--- config.mk ---
export PLATFORM = sky130hd
export DESIGN_NAME = tcce_ctrl
export DESIGN_NICKNAME = d
export VERILOG_FILES = /design/src/design/tcce_pkg.sv /design/src/design/tcce_ctrl.sv
export SDC_FILE = /design/constraint.sdc
export NUM_CORES = 1
export LEC_CHECK = 0
export BUFFER_PORTS_ARGS = -buffer_cell sky130_fd_sc_hd__buf_2
export CAP_MARGIN = 10
export CORE_AREA = 2 2 39 41
export DETAILED_ROUTE_END_ITERATION = 10
export DIE_AREA = 0 0 41 43
export PLACE_DENSITY_LB_ADDON = 0.3
export SKIP_LAST_GASP = 1
export SLEW_MARGIN = 5
export SYNTH_ARGS = -nofsm -noshare
export SYNTH_HDL_FRONTEND = slang
export SYNTH_SLANG_ARGS = --single-unit
--- constraint.sdc ---
create_clock -name clk -period 1.9 [get_ports clk]
set_clock_uncertainty 0.1 [all_clocks]
set_input_delay 0.095 -clock clk [delete_from_list [all_inputs] [get_ports clk]]
set_output_delay 0.095 -clock clk [all_outputs]
set_load 0.01 [all_outputs]
--- src/design/tcce_pkg.sv ---
// ----------------------------------------------------------------------------
// tcce_pkg
// shared constants, codes and controller/datapath interface types
// ----------------------------------------------------------------------------
package tcce_pkg;

    // screen geometry
    localparam int COLUMNS   = 80;
    localparam int ROWS      = 25;
    localparam int CELLS     = ROWS * COLUMNS;
    localparam int TAB_WIDTH = 8;

    // widths
    localparam int ADDR_W = $clog2(CELLS);
    localparam int CNT_W  = $clog2(CELLS + 1);
    localparam int COL_W  = $clog2(COLUMNS + TAB_WIDTH);
    localparam int ROW_W  = $clog2(ROWS + 1);
    localparam int LOC_W  = 11;
    localparam int DATA_W = 16;
    localparam int IDX_W  = 11;

    // rows that move up during a scroll
    localparam int COPY_LEN = (ROWS - 1) * COLUMNS;

    // operation codes
    localparam logic [1:0] FUNC_PUT   = 2'd0;
    localparam logic [1:0] FUNC_CLEAR = 2'd1;
    localparam logic [1:0] FUNC_READ  = 2'd2;

    // character codes
    localparam logic [7:0] CH_BS       = 8'h08;
    localparam logic [7:0] CH_TAB      = 8'h09;
    localparam logic [7:0] CH_LF       = 8'h0A;
    localparam logic [7:0] CH_CR       = 8'h0D;
    localparam logic [7:0] CH_BLANK    = 8'h20;
    localparam logic [7:0] CH_PRINT_HI = 8'h7F;

    localparam logic [7:0] RESET_ATTR = 8'h1F;

    typedef enum logic [2:0] {
        ST_INIT,
        ST_IDLE,
        ST_EXEC,
        ST_COPY,
        ST_FILL,
        ST_RESULT
    } state_t;

    typedef struct packed {
        logic capture;
        logic put;
        logic read;
        logic home;
        logic cnt_clear;
        logic copy;
        logic fill;
        logic fill_init;
        logic load_out;
    } cmd_t;

    typedef struct packed {
        logic [1:0] func;
        logic       scroll;
        logic       copy_done;
        logic       fill_done;
        logic       out_free;
    } status_t;

endpackage

--- src/design/tcce_ctrl.sv ---
// ----------------------------------------------------------------------------
// tcce_ctrl
// sequencer for put, clear, read, scroll and the reset clearing pass
// ----------------------------------------------------------------------------
module tcce_ctrl (
    input  logic              clk,
    input  logic              rst_n,
    input  logic              s_tvalid,
    output logic              s_tready,
    input  tcce_pkg::status_t status,
    output tcce_pkg::cmd_t    cmd
);

    tcce_pkg::state_t state_reg;
    tcce_pkg::state_t state_next;

    always_ff @(posedge clk or negedge rst_n)
    begin
        if (!rst_n)
        begin
            state_reg <= tcce_pkg::ST_INIT;
        end
        else
        begin
            state_reg <= state_next;
        end
    end

    // next state
    always_comb
    begin
        state_next = state_reg;
        case (state_reg)
            tcce_pkg::ST_INIT:
            begin
                if (status.fill_done)
                begin
                    state_next = tcce_pkg::ST_IDLE;
                end
            end
            tcce_pkg::ST_IDLE:
            begin
                if (s_tvalid)
                begin
                    state_next = tcce_pkg::ST_EXEC;
                end
            end
            tcce_pkg::ST_EXEC:
            begin
                case (status.func)
                    tcce_pkg::FUNC_PUT:
                    begin
                        state_next = status.scroll ? tcce_pkg::ST_COPY
                                                   : tcce_pkg::ST_RESULT;
                    end
                    tcce_pkg::FUNC_CLEAR: state_next = tcce_pkg::ST_FILL;
                    default:              state_next = tcce_pkg::ST_RESULT;
                endcase
            end
            tcce_pkg::ST_COPY:
            begin
                if (status.copy_done)
                begin
                    state_next = tcce_pkg::ST_FILL;
                end
            end
            tcce_pkg::ST_FILL:
            begin
                if (status.fill_done)
                begin
                    state_next = tcce_pkg::ST_RESULT;
                end
            end
            tcce_pkg::ST_RESULT:
            begin
                if (status.out_free)
                begin
                    state_next = tcce_pkg::ST_IDLE;
                end
            end
            default: state_next = tcce_pkg::ST_INIT;
        endcase
    end

    // commands
    always_comb
    begin
        cmd      = '0;
        s_tready = 1'b0;
        case (state_reg)
            tcce_pkg::ST_INIT:
            begin
                cmd.fill      = 1'b1;
                cmd.fill_init = 1'b1;
            end
            tcce_pkg::ST_IDLE:
            begin
                s_tready    = 1'b1;
                cmd.capture = s_tvalid;
            end
            tcce_pkg::ST_EXEC:
            begin
                case (status.func)
                    tcce_pkg::FUNC_PUT:
                    begin
                        cmd.put       = 1'b1;
                        cmd.cnt_clear = 1'b1;
                    end
                    tcce_pkg::FUNC_CLEAR:
                    begin
                        cmd.home      = 1'b1;
                        cmd.cnt_clear = 1'b1;
                    end
                    tcce_pkg::FUNC_READ: cmd.read = 1'b1;
                    default:             cmd = '0;
                endcase
            end
            tcce_pkg::ST_COPY:   cmd.copy     = 1'b1;
            tcce_pkg::ST_FILL:   cmd.fill     = 1'b1;
            tcce_pkg::ST_RESULT: cmd.load_out = status.out_free;
            default:             cmd = '0;
        endcase
    end

`ifndef SYNTHESIS
    a_accept_exec: assert property (@(posedge clk) disable iff (!rst_n)
        (s_tvalid && s_tready) |=> (state_reg == tcce_pkg::ST_EXEC))
        else $error("accepted request did not start execution");

    a_result_idle: assert property (@(posedge clk) disable iff (!rst_n)
        cmd.load_out |=> (state_reg == tcce_pkg::ST_IDLE))
        else $error("result load not followed by idle");

    a_busy_stall: assert property (@(posedge clk) disable iff (!rst_n)
        (state_reg == tcce_pkg::ST_COPY || state_reg == tcce_pkg::ST_FILL ||
         state_reg == tcce_pkg::ST_INIT) |-> !s_tready)
        else $error("request taken during a memory sweep");

    a_one_sweep: assert property (@(posedge clk) disable iff (!rst_n)
        !(cmd.copy && cmd.fill))
        else $error("copy and fill issued together");
`endif

endmodule

==> impl_results.md, run 1 <==
* Number of global-route vias before repair at between 300 and 400
* Largest net degree at the start of global routing at 11
* Core Region at between 1000 and 1500 sq um
* Initial DRC count at 6
* Fin crit period at 1.55 ns
* CTS Root Cell: clkbuf_4
* Post-synthesis sequential area ratio at 0.283
* Layout Cells excl Fill at slightly above 70
* Die X at between 40 and 50 microns
* Fin worst setup slack at roughly 0.35 ns
* Crit-path max cell delay at about 0.42 ns
* CTS Buffer Depth at 2
* Post-synth EDFFs at 0
* Worst Path Required at about 1.7 ns
* Worst slew margin at 0.679
* Routability congestion estimate at 0.748
* Total grt overflow at 0
* Combinational power share at 0.550
* Worst VDD drop at around 480 uV
* Post-DP Area at ~370 sq um
* Worst Max-Slew Pin Slew at between 0.4 and 0.5 ns
* Placed cell count at 66
* Synth warn at 0
* DP HPWL at 574 microns
* Max-cap violation count at 0
* Syn_nets at 42
* Synth Area in Simple Gates at 0.472
* CTS Sinks at 3
* Max FFs per register at 3
* Post-cts resize count at 0
* P_sw at approximately 0.26 mW
* WS Path Type: flop to primary output
* Leakage at around 0.20 nW
* Slowest-stage cell, CP: dfrtp_1
* CP top delay family: simple AND/OR/NAND/NOR gates
* Crit path max fanout at 7
* Final setup viols at 0
* Post-synthesis compound-gate area fraction at 0.198
* Top-Level Pins at 19
* Pre-CTS setup slack at 0.399 ns
* Starting density of the core at 0.192
* Startpoint Class: flop
* Ant diodes at 0
* Setup tns final at 0 ns
* Switch share at 0.450
* Yosys reg bits at 3
* Total CTS buffers at 3
* Final instance area at 407 sq um
* HP Class: primary input to async pin
* CTS tree: built
* Routed wire per std cell at between 10 and 15 microns
* First-pass GRT wire length at approximately 1200 microns
* Adder-Cell Fraction of Synth Area at 0
* Int Pwr at 0.319 mW
* Register clock-pin slew on the reported worst setup and hold paths at around 0.040 ns
* Fin nets at 65
* DRC viols at 0
* Crit path cell chain: nand2b_1 -> nor3_1 -> and2_1 -> buf_2
* Largest area contributor in the netlist: dfrtp_1
* Final WL at approximately 740 microns
* Power share of the clock group at 0.197
* DRT antenna net count at 0
* FMAX at about 650 MHz
* H-tree levels at 1
* Fillcell total at 157
* PortBufs at 18
* RSZ-0062 raised after global routing: false
* Power density cells at between 1000 and 1500 nW/um^2
* Initial antenna violation count at 0
* Die Span Y at 43 microns
* Main combinational cell family by area after synthesis: simple AND/OR/NAND/NOR gates
* Synth async-reset ratio at 1.00
* Primary FF master, synth: dfrtp_1
* Worst EP arrival at around 1.4 ns
* Syn-to-layout area delta at 53.3%
* Status: finished clean
* Pre-Repair DR Iteration Count at 4
* Area contributors post-synth: dfrtp_1 (28%), nor3_1 (5.7%), nor2_1 (5.7%)
* Via Count at between 300 and 400
* Share of cells above drive strength 1 at 0.455
* Area share of the largest cell type after synthesis at 0.283
* Vias/cell at 4.51
* Endpoints failing hold at 0
* Synth top cells by count: nor2_1 (4), dfrtp_1 (3), nor3_1 (3)
* Most frequent cell after synthesis: nor2_1
* Row count at 14
* Xor/xnor share of the synthesized area at 0
* DIE AREA at around 1800 sq um
* Period utilization at 0.816
* Reg power frac at 0.254
* Syn Inst Count at 33
* Total global routing track utilization at 0.0996
* Number of distinct library cells after synthesis at 22
* Mapped cell area at between 200 and 300 sq um
* Buf/Inv on CP at 1
* Worst skew pair latency at roughly 0.23 ns
* CP endpoint kind: primary output
* Post-synthesis mux area share at 0
* Hold Slack at just under 0.08 ns
* Mapped Avg Cell Area at ~8.0 sq um
* Slew Viols, Final at 0
worst paths after layout:
path | from | to | slack (ns) | cells after the start
setup / recovery | state_reg[2]$_DFFE_PN0P_ | cmd[5] | 0.35 | 4
hold / removal | rst_n | state_reg[0]$_DFFE_PN0P_ | 0.08 | 2
setup reg to reg | state_reg[0]$_DFFE_PN0P_ | state_reg[1]$_DFFE_PN0P_ | 0.40 | 4
hold reg to reg | state_reg[2]$_DFFE_PN0P_ | state_reg[2]$_DFFE_PN0P_ | 0.56 | 2
max in group asynchronous | rst_n | state_reg[2]$_DFFE_PN0P_ | 1.52 | 2
min in group clk | status[2] | state_reg[1]$_DFFE_PN0P_ | 0.08 | 3
cell type report:
cell class | count | area (sq um) | area share
repair buffers | 19 | 100 | 0.246
multi-input cells | 27 | 178 | 0.437
flip-flops and latches | 3 | 75.1 | 0.185
well taps | 16 | 20.0 | 0.0492
clock buffers | 4 | 26.3 | 0.0646
inverters | 2 | 7.51 | 0.0185
per-layer routing:
| metal | track usage | vias up | share of wire |
|---|---|---|---|
| met5 | 0 | - | 0 |
| met4 | 0.0800 | 0 | 0.022 |
| met3 | 0.0157 | 2 | 0.080 |
| met2 | 0.138 | 14 | 0.44 |
| met1 | 0.129 | 140 | 0.46 |
| li1 | - | 164 | - |
power groups by stage:
stage	sequential (mW)	clock, mW	combinational (mW)
2_1_floorplan	0.114	0	0.251
3_3_place_gp	0.148	0	0.316
3_5_place_dp	0.149	0	0.319
4_1_cts	0.147	0.118	0.323
5_1_grt	0.157	0.126	0.357
6_report	0.147	0.114	0.319
stage by stage:
| stage | util | power [mW] |
|---|---|---|
| 2_1_floorplan | - | 0.365 |
| 3_3_place_gp | 0.268 | 0.464 |
| 3_5_place_dp | 0.268 | 0.468 |
| 4_1_cts | 0.294 | 0.587 |
| 5_1_grt | 0.294 | 0.640 |
| 6_report | 0.294 | 0.581 |
kinds of logic after synthesis:
logic type / after synthesis
DFF: 3
buffers and inverters: 3
and+or+nand+nor: 20
AOI/OAI and AO/OA: 7
worst reg2reg max path, cell delays in order, from the launching register on:
cell      delay [ns]
dfrtp_1         0.47
nor4b_1         0.46
nor2b_1         0.21
nor2_1          0.05
o21bai_1        0.13
cells in the final DEF, fill, tap and decap left out:
| cell type | n |
|---|---|
| o21bai_1 | 1 |
| clkbuf_1 | 1 |
| o31ai_1 | 1 |
| o21a_1 | 2 |
| a21oi_1 | 1 |
| nor4_1 | 2 |
| inv_1 | 2 |
| nor4b_1 | 1 |
| o21ai_0 | 1 |
| nor3_2 | 1 |
| or3_1 | 1 |
| nor2b_1 | 1 |
| nor3_1 | 3 |
| nand2_1 | 1 |
| or3_4 | 1 |
| and4_1 | 1 |
| nand2b_1 | 1 |
| nand2b_2 | 1 |
| clkbuf_4 | 3 |
| buf_2 | 18 |
| dfrtp_1 | 3 |
| dlygate4sd3_1 | 1 |
| and2_1 | 2 |
| o31ai_2 | 1 |
| nor2_1 | 4 |
timing repair:
item	in CTS	in global routing
setup buffers	0	0
hold buffers	1	0
endpoints found under the hold margin	3	0
endpoints found under the setup margin	0	0
Power figures use the tool's default switching activity.
==> run 2, diff against run 1 <==
==> constraint.sdc (replaced) <==
create_clock -name clk -period 1.3 [get_ports clk]
set_clock_uncertainty 0.1 [all_clocks]
set_input_delay 0.065 -clock clk [delete_from_list [all_inputs] [get_ports clk]]
set_output_delay 0.065 -clock clk [all_outputs]
set_load 0.01 [all_outputs]
==> impl_results.md, run 2 (synthesis results as in run 1) <==
* Final setup viols at 10
* Initial DRC count at 3
* CP endpoint kind: flop
* Largest net degree at the start of global routing at 7
* R2r startpoint: state_reg[0]$_DFFE_PN0P_
* Leakage at 0.286 nW
* Final Util at 0.452
* Worst Max-Slew Pin Slew at approximately 0.4 ns
* Total CTS buffers at 3
* Worst slew margin at 0.736
* RSZ-0062 raised after global routing: true
* DRC viols at 0
* Die Span Y at between 40 and 50 microns
* DRT antenna net count at 0
* Crit path max fanout at 4
* Initial antenna violation count at 0
* Top-Level Pins at 19
* Ant diodes at 0
* Fillcell total at approximately 140
* Total grt overflow at 0
* Fin nets at ~80
* Area occupied by multi-input gates at approximately 260 sq um
* Routability congestion estimate at 0.716
* Max FFs per register at 3
* Cells on worst reg2reg path at 5
* Worst EP arrival at 1.54 ns
* Period utilization at 1.16
* Pre-Repair DR Iteration Count at 2
* CTS Root Cell: clkbuf_4
* Fin worst setup slack at -0.207 ns
* Area occupied by registers at between 70 and 80 sq um
* Share of cells above drive strength 1 at 0.765
* Worst Path Required at between 1 and 1.5 ns
* Die X at between 40 and 50 microns
* Total global routing track utilization at 0.115
* Syn-to-layout area delta at 136%
* Startpoint Class: flop
* Endpoints failing hold at 0
* DIE AREA at between 1500 and 2000 sq um
* Number of global-route vias before repair at around 370
* Worst skew pair latency at between 0.2 and 0.25 ns
* FMAX at between 600 and 700 MHz
* Vias/cell at around 4.6
* PortBufs at 18
* CTS Sinks at 3
* Hold Crit Depth at 3
* Hold path endpoint: state_reg[1]$_DFFE_PN0P_
* Row count at 14
* Hold Slack at 0.0508 ns
* First-pass GRT wire length at 1400 microns
* R2R setup slack at -0.21 ns
* Reg2reg end: state_reg[2]$_DFFE_PN0P_
* CTS tree: built
* Power density cells at around 2300 nW/um^2
* H-tree levels at 1
* Core Region at between 1000 and 1500 sq um
* CTS Buffer Depth at 2
* Failing checks: negative setup slack
* Fin crit period at roughly 1.5 ns
* Starting density of the core at 0.192
* WS Path Type: flop to flop
* Hold path startpoint: status[2]
* DP HPWL at 655 microns
* Max-cap violation count at 0
* Final WL at 923 microns
* Overall power at around 1.4 mW
* Via Count at between 300 and 400
* Worst VDD drop at between 1000 and 1500 uV
* Status: complete, but fails checks
* Most common cell after layout, fill and taps aside: buf_2
* Routed wire per std cell at 11.0 microns
* Slew Viols, Final at 0
* Commonest cells after routing, fill and taps aside: buf_2 (16), buf_6 (8), buf_4 (7)
* HP Class: primary input to flop
* Register clock-pin slew on the reported worst setup and hold paths at around 0.04 ns
## run 2: where the power goes
group          switching [mW]  leakage (nW)  internal (mW)  total, mW
registers              0.0741        0.0351          0.141      0.215
logic                   0.449         0.236          0.603       1.05
clock network          0.0449        0.0150          0.115      0.160
## run 2: final cells by class
class | instances | area share
repair buffers | 32 | 0.372
multi-input cells | 27 | 0.418
inverters | 2 | 0.0120
clock buffers | 4 | 0.0420
well taps | 16 | 0.0320
flip-flops and latches | 3 | 0.124
## run 2: worst max-delay path by stage
stage | startpoint | to
after floorplan | state_reg[0]$_DFFE_PN0P_ | state_reg[0]$_DFFE_PN0P_
after global placement | state_reg[1]$_DFFE_PN0P_ | state_reg[2]$_DFFE_PN0P_
after detailed placement | state_reg[0]$_DFFE_PN0P_ | state_reg[1]$_DFFE_PN0P_
after CTS | state_reg[2]$_DFFE_PN0P_ | cmd[5]
after global routing | state_reg[0]$_DFFE_PN0P_ | cmd[5]
final | state_reg[0]$_DFFE_PN0P_ | state_reg[2]$_DFFE_PN0P_
## run 2: through the flow
| stage | setup slack (ns) | TNS, ns | instance area [sq um] | instances |
|---|---|---|---|---|
| floorplan | -0.0877 | -0.207 | 277 | 33 |
| global placement | -0.162 | -0.466 | 435 | 74 |
| detailed placement | -0.220 | -0.490 | 435 | 74 |
| CTS | -0.197 | -1.27 | 546 | 82 |
| global route | -0.280 | -2.03 | 626 | 84 |
| finish | -0.207 | -1.20 | 626 | 84 |
## run 2: timing repair
action,4_1_cts,5_1_grt
setup endpoints to repair,11,13
resized for setup,13,13
gates cloned,0,0
hold buffers,1,0
pin swaps,7,8
endpoints found under the hold margin,3,0
setup buffers,3,2
## run 2: critical path: stages, from the launching register on
cell and delay [ns]:
dfrtp_2 0.43, buf_4 0.15, nand2_1 0.06, nor3_1 0.05, or3_4 0.40, o31ai_4 0.22
## run 2: layer usage
layer / vias to the layer above / wire [microns] / share of wire / track usage
met2: 12 / 504 / 0.55 / 0.200
met1: 184 / 371 / 0.40 / 0.123
li1: 190 / - / - / -
met3: 0 / 47 / 0.051 / 0.0314
met5: - / 0 / 0 / 0
met4: 0 / 0 / 0 / 0.0400
==> run 3, diff against run 2 <==
--- a/config.mk
+++ b/config.mk
@@ -11,6 +11,7 @@
 export DETAILED_ROUTE_END_ITERATION = 10
 export DIE_AREA = 0 0 41 43
 export PLACE_DENSITY_LB_ADDON = 0.3
+export RECOVER_POWER = 100
 export SKIP_LAST_GASP = 1
 export SLEW_MARGIN = 5
 export SYNTH_ARGS = -nofsm -noshare
==> impl_results.md, run 3 (synthesis results as in run 1) <==
* Status: complete, but fails checks
* Failing checks: negative setup slack
* Syn-to-layout area delta at 135%
* DP HPWL at between 600 and 700 microns
* CP endpoint kind: flop
* Pre-CTS setup slack at -0.220 ns
* Initial DRC count at 4
* Ant diodes at 0
* Initial antenna violation count at 0
* Total CTS buffers at 3
* Worst Path Required at between 1 and 1.5 ns
* Slew Viols, Final at 0
* Period utilization at 1.16
* Combinational power share at 0.737
* Crit path cell chain: buf_4 -> nand2_1 -> nor3_1 -> or3_4 -> o31ai_4
* CTS tree: built
* Worst slew margin at 0.736
* Core Region at 1380 sq um
* Routability congestion estimate at around 0.72
* WS Path Type: flop to flop
* Final Util at 0.451
* DRC viols at 0
* Slowest-stage cell, CP: dfrtp_2
* Int Pwr at roughly 0.86 mW
* Most common cell after layout, fill and taps aside: buf_2
* Hold Slack at around 0.051 ns
* P_sw at between 0.5 and 0.6 mW
* Row count at 14
* First-pass GRT wire length at 1400 microns
* Share of cells above drive strength 1 at 0.750
* Worst VDD drop at 1100 uV
* Switch share at 0.398
* Power density cells at 2280 nW/um^2
* Layout Cells excl Fill at 84
* Fillcell total at roughly 150
* FMAX at 664 MHz
* Reg power frac at 0.151
* Register clock-pin slew on the reported worst setup and hold paths at roughly 0.04 ns
* Final WL at ~900 microns
* Max FFs per register at 3
* Fin nets at 78
* DIE AREA at about 1800 sq um
* Largest net degree at the start of global routing at 7
* Worst skew pair latency at approximately 0.23 ns
* Pre-Repair DR Iteration Count at 2
* Area occupied by registers at slightly below 80 sq um
* CTS Root Cell: clkbuf_4
* Setup tns final at -1.20 ns
* Total global routing track utilization at 0.115
* Overall power at approximately 1.4 mW
* Final setup viols at 10
* Leakage at 0.283 nW
* Commonest cells after routing, fill and taps aside: buf_2 (14), buf_6 (8), buf_4 (7)
* Fin worst setup slack at -0.207 ns
* PortBufs at 18
* Starting density of the core at 0.192
* Startpoint Class: flop
* Routed wire per std cell at around 11 microns
* Vias/cell at 4.60
* Placed cell count at 74
* Total grt overflow at 0
* CTS Sinks at 3
* HP Class: primary input to flop
* Crit-path max cell delay at between 0.4 and 0.5 ns
* DRT antenna net count at 0
* Fin crit period at ~1.5 ns
* Die X at ~40 microns
* Via Count at a little under 400
* CTS Buffer Depth at 2
* Die Span Y at 43 microns
* Post-DP Area at approximately 440 sq um
* RSZ-0062 raised after global routing: true
* Worst Max-Slew Pin Slew at 0.394 ns
* H-tree levels at 1
* Max-cap violation count at 0
* Top-Level Pins at 19
* Number of global-route vias before repair at 367
* Final instance area at about 620 sq um
* Crit path max fanout at 4
* Endpoints failing hold at 0
* Worst EP arrival at ~1.5 ns
* Area occupied by multi-input gates at 262 sq um
* Power share of the clock group at 0.112
run 3: cell types whose count changed in the layout (fill, tap and decap cells not counted), sizes merged:
cell	delta
buf	-2
clkbuf	+2
run 3: power groups by stage:
| stage | combinational [mW] | sequential, mW | clock, mW |
|---|---|---|---|
| finish | 1.05 | 0.215 | 0.160 |
| global route | 1.13 | 0.223 | 0.189 |
| global placement | 0.673 | 0.195 | 0 |
| detailed placement | 0.670 | 0.195 | 0 |
| floorplan | 0.402 | 0.172 | 0 |
| CTS | 0.821 | 0.211 | 0.166 |
run 3: cell type report:
cell class	instances	share of cell area
Timing Repair Buffer	32	0.371
Clock buffer	4	0.0421
Multi-Input combinational cell	27	0.419
Inverter	2	0.0120
Sequential cell	3	0.124
Tap cell	16	0.0321
run 3: worst paths after layout:
| path | from | end | slack [ns] | cells past startpoint |
|---|---|---|---|---|
| max | state_reg[0]$_DFFE_PN0P_ | state_reg[2]$_DFFE_PN0P_ | -0.21 | 5 |
| min | status[2] | state_reg[1]$_DFFE_PN0P_ | 0.05 | 3 |
| max reg2reg | state_reg[0]$_DFFE_PN0P_ | state_reg[2]$_DFFE_PN0P_ | -0.21 | 5 |
| min reg2reg | state_reg[1]$_DFFE_PN0P_ | state_reg[0]$_DFFE_PN0P_ | 0.65 | 2 |
| max in group asynchronous | rst_n | state_reg[0]$_DFFE_PN0P_ | 0.87 | 2 |
| min in group asynchronous | rst_n | state_reg[2]$_DFFE_PN0P_ | 0.07 | 2 |
run 3: repair_timing:
action	in CTS	in global routing
pin swaps	7	8
endpoints found under the hold margin	3	0
hold buffers	1	0
gates resized for setup	13	13
endpoints found under the setup margin	11	13
setup buffers	3	2
run 3: worst max-delay path, delay by kind of cell (launching register included):
| family | cells | cell delay (ns) |
|---|---|---|
| buf+inv | 1 | 0.15 |
| compound gates | 1 | 0.22 |
| flops | 1 | 0.43 |
| simple gates | 3 | 0.51 |
run 3: metal layers:
layer | wire length, microns | global-route usage
met4 | 0 | 0.0400
met2 | 504 | 0.200
met3 | 47 | 0.0314
met1 | 367 | 0.123
met5 | 0 | 0
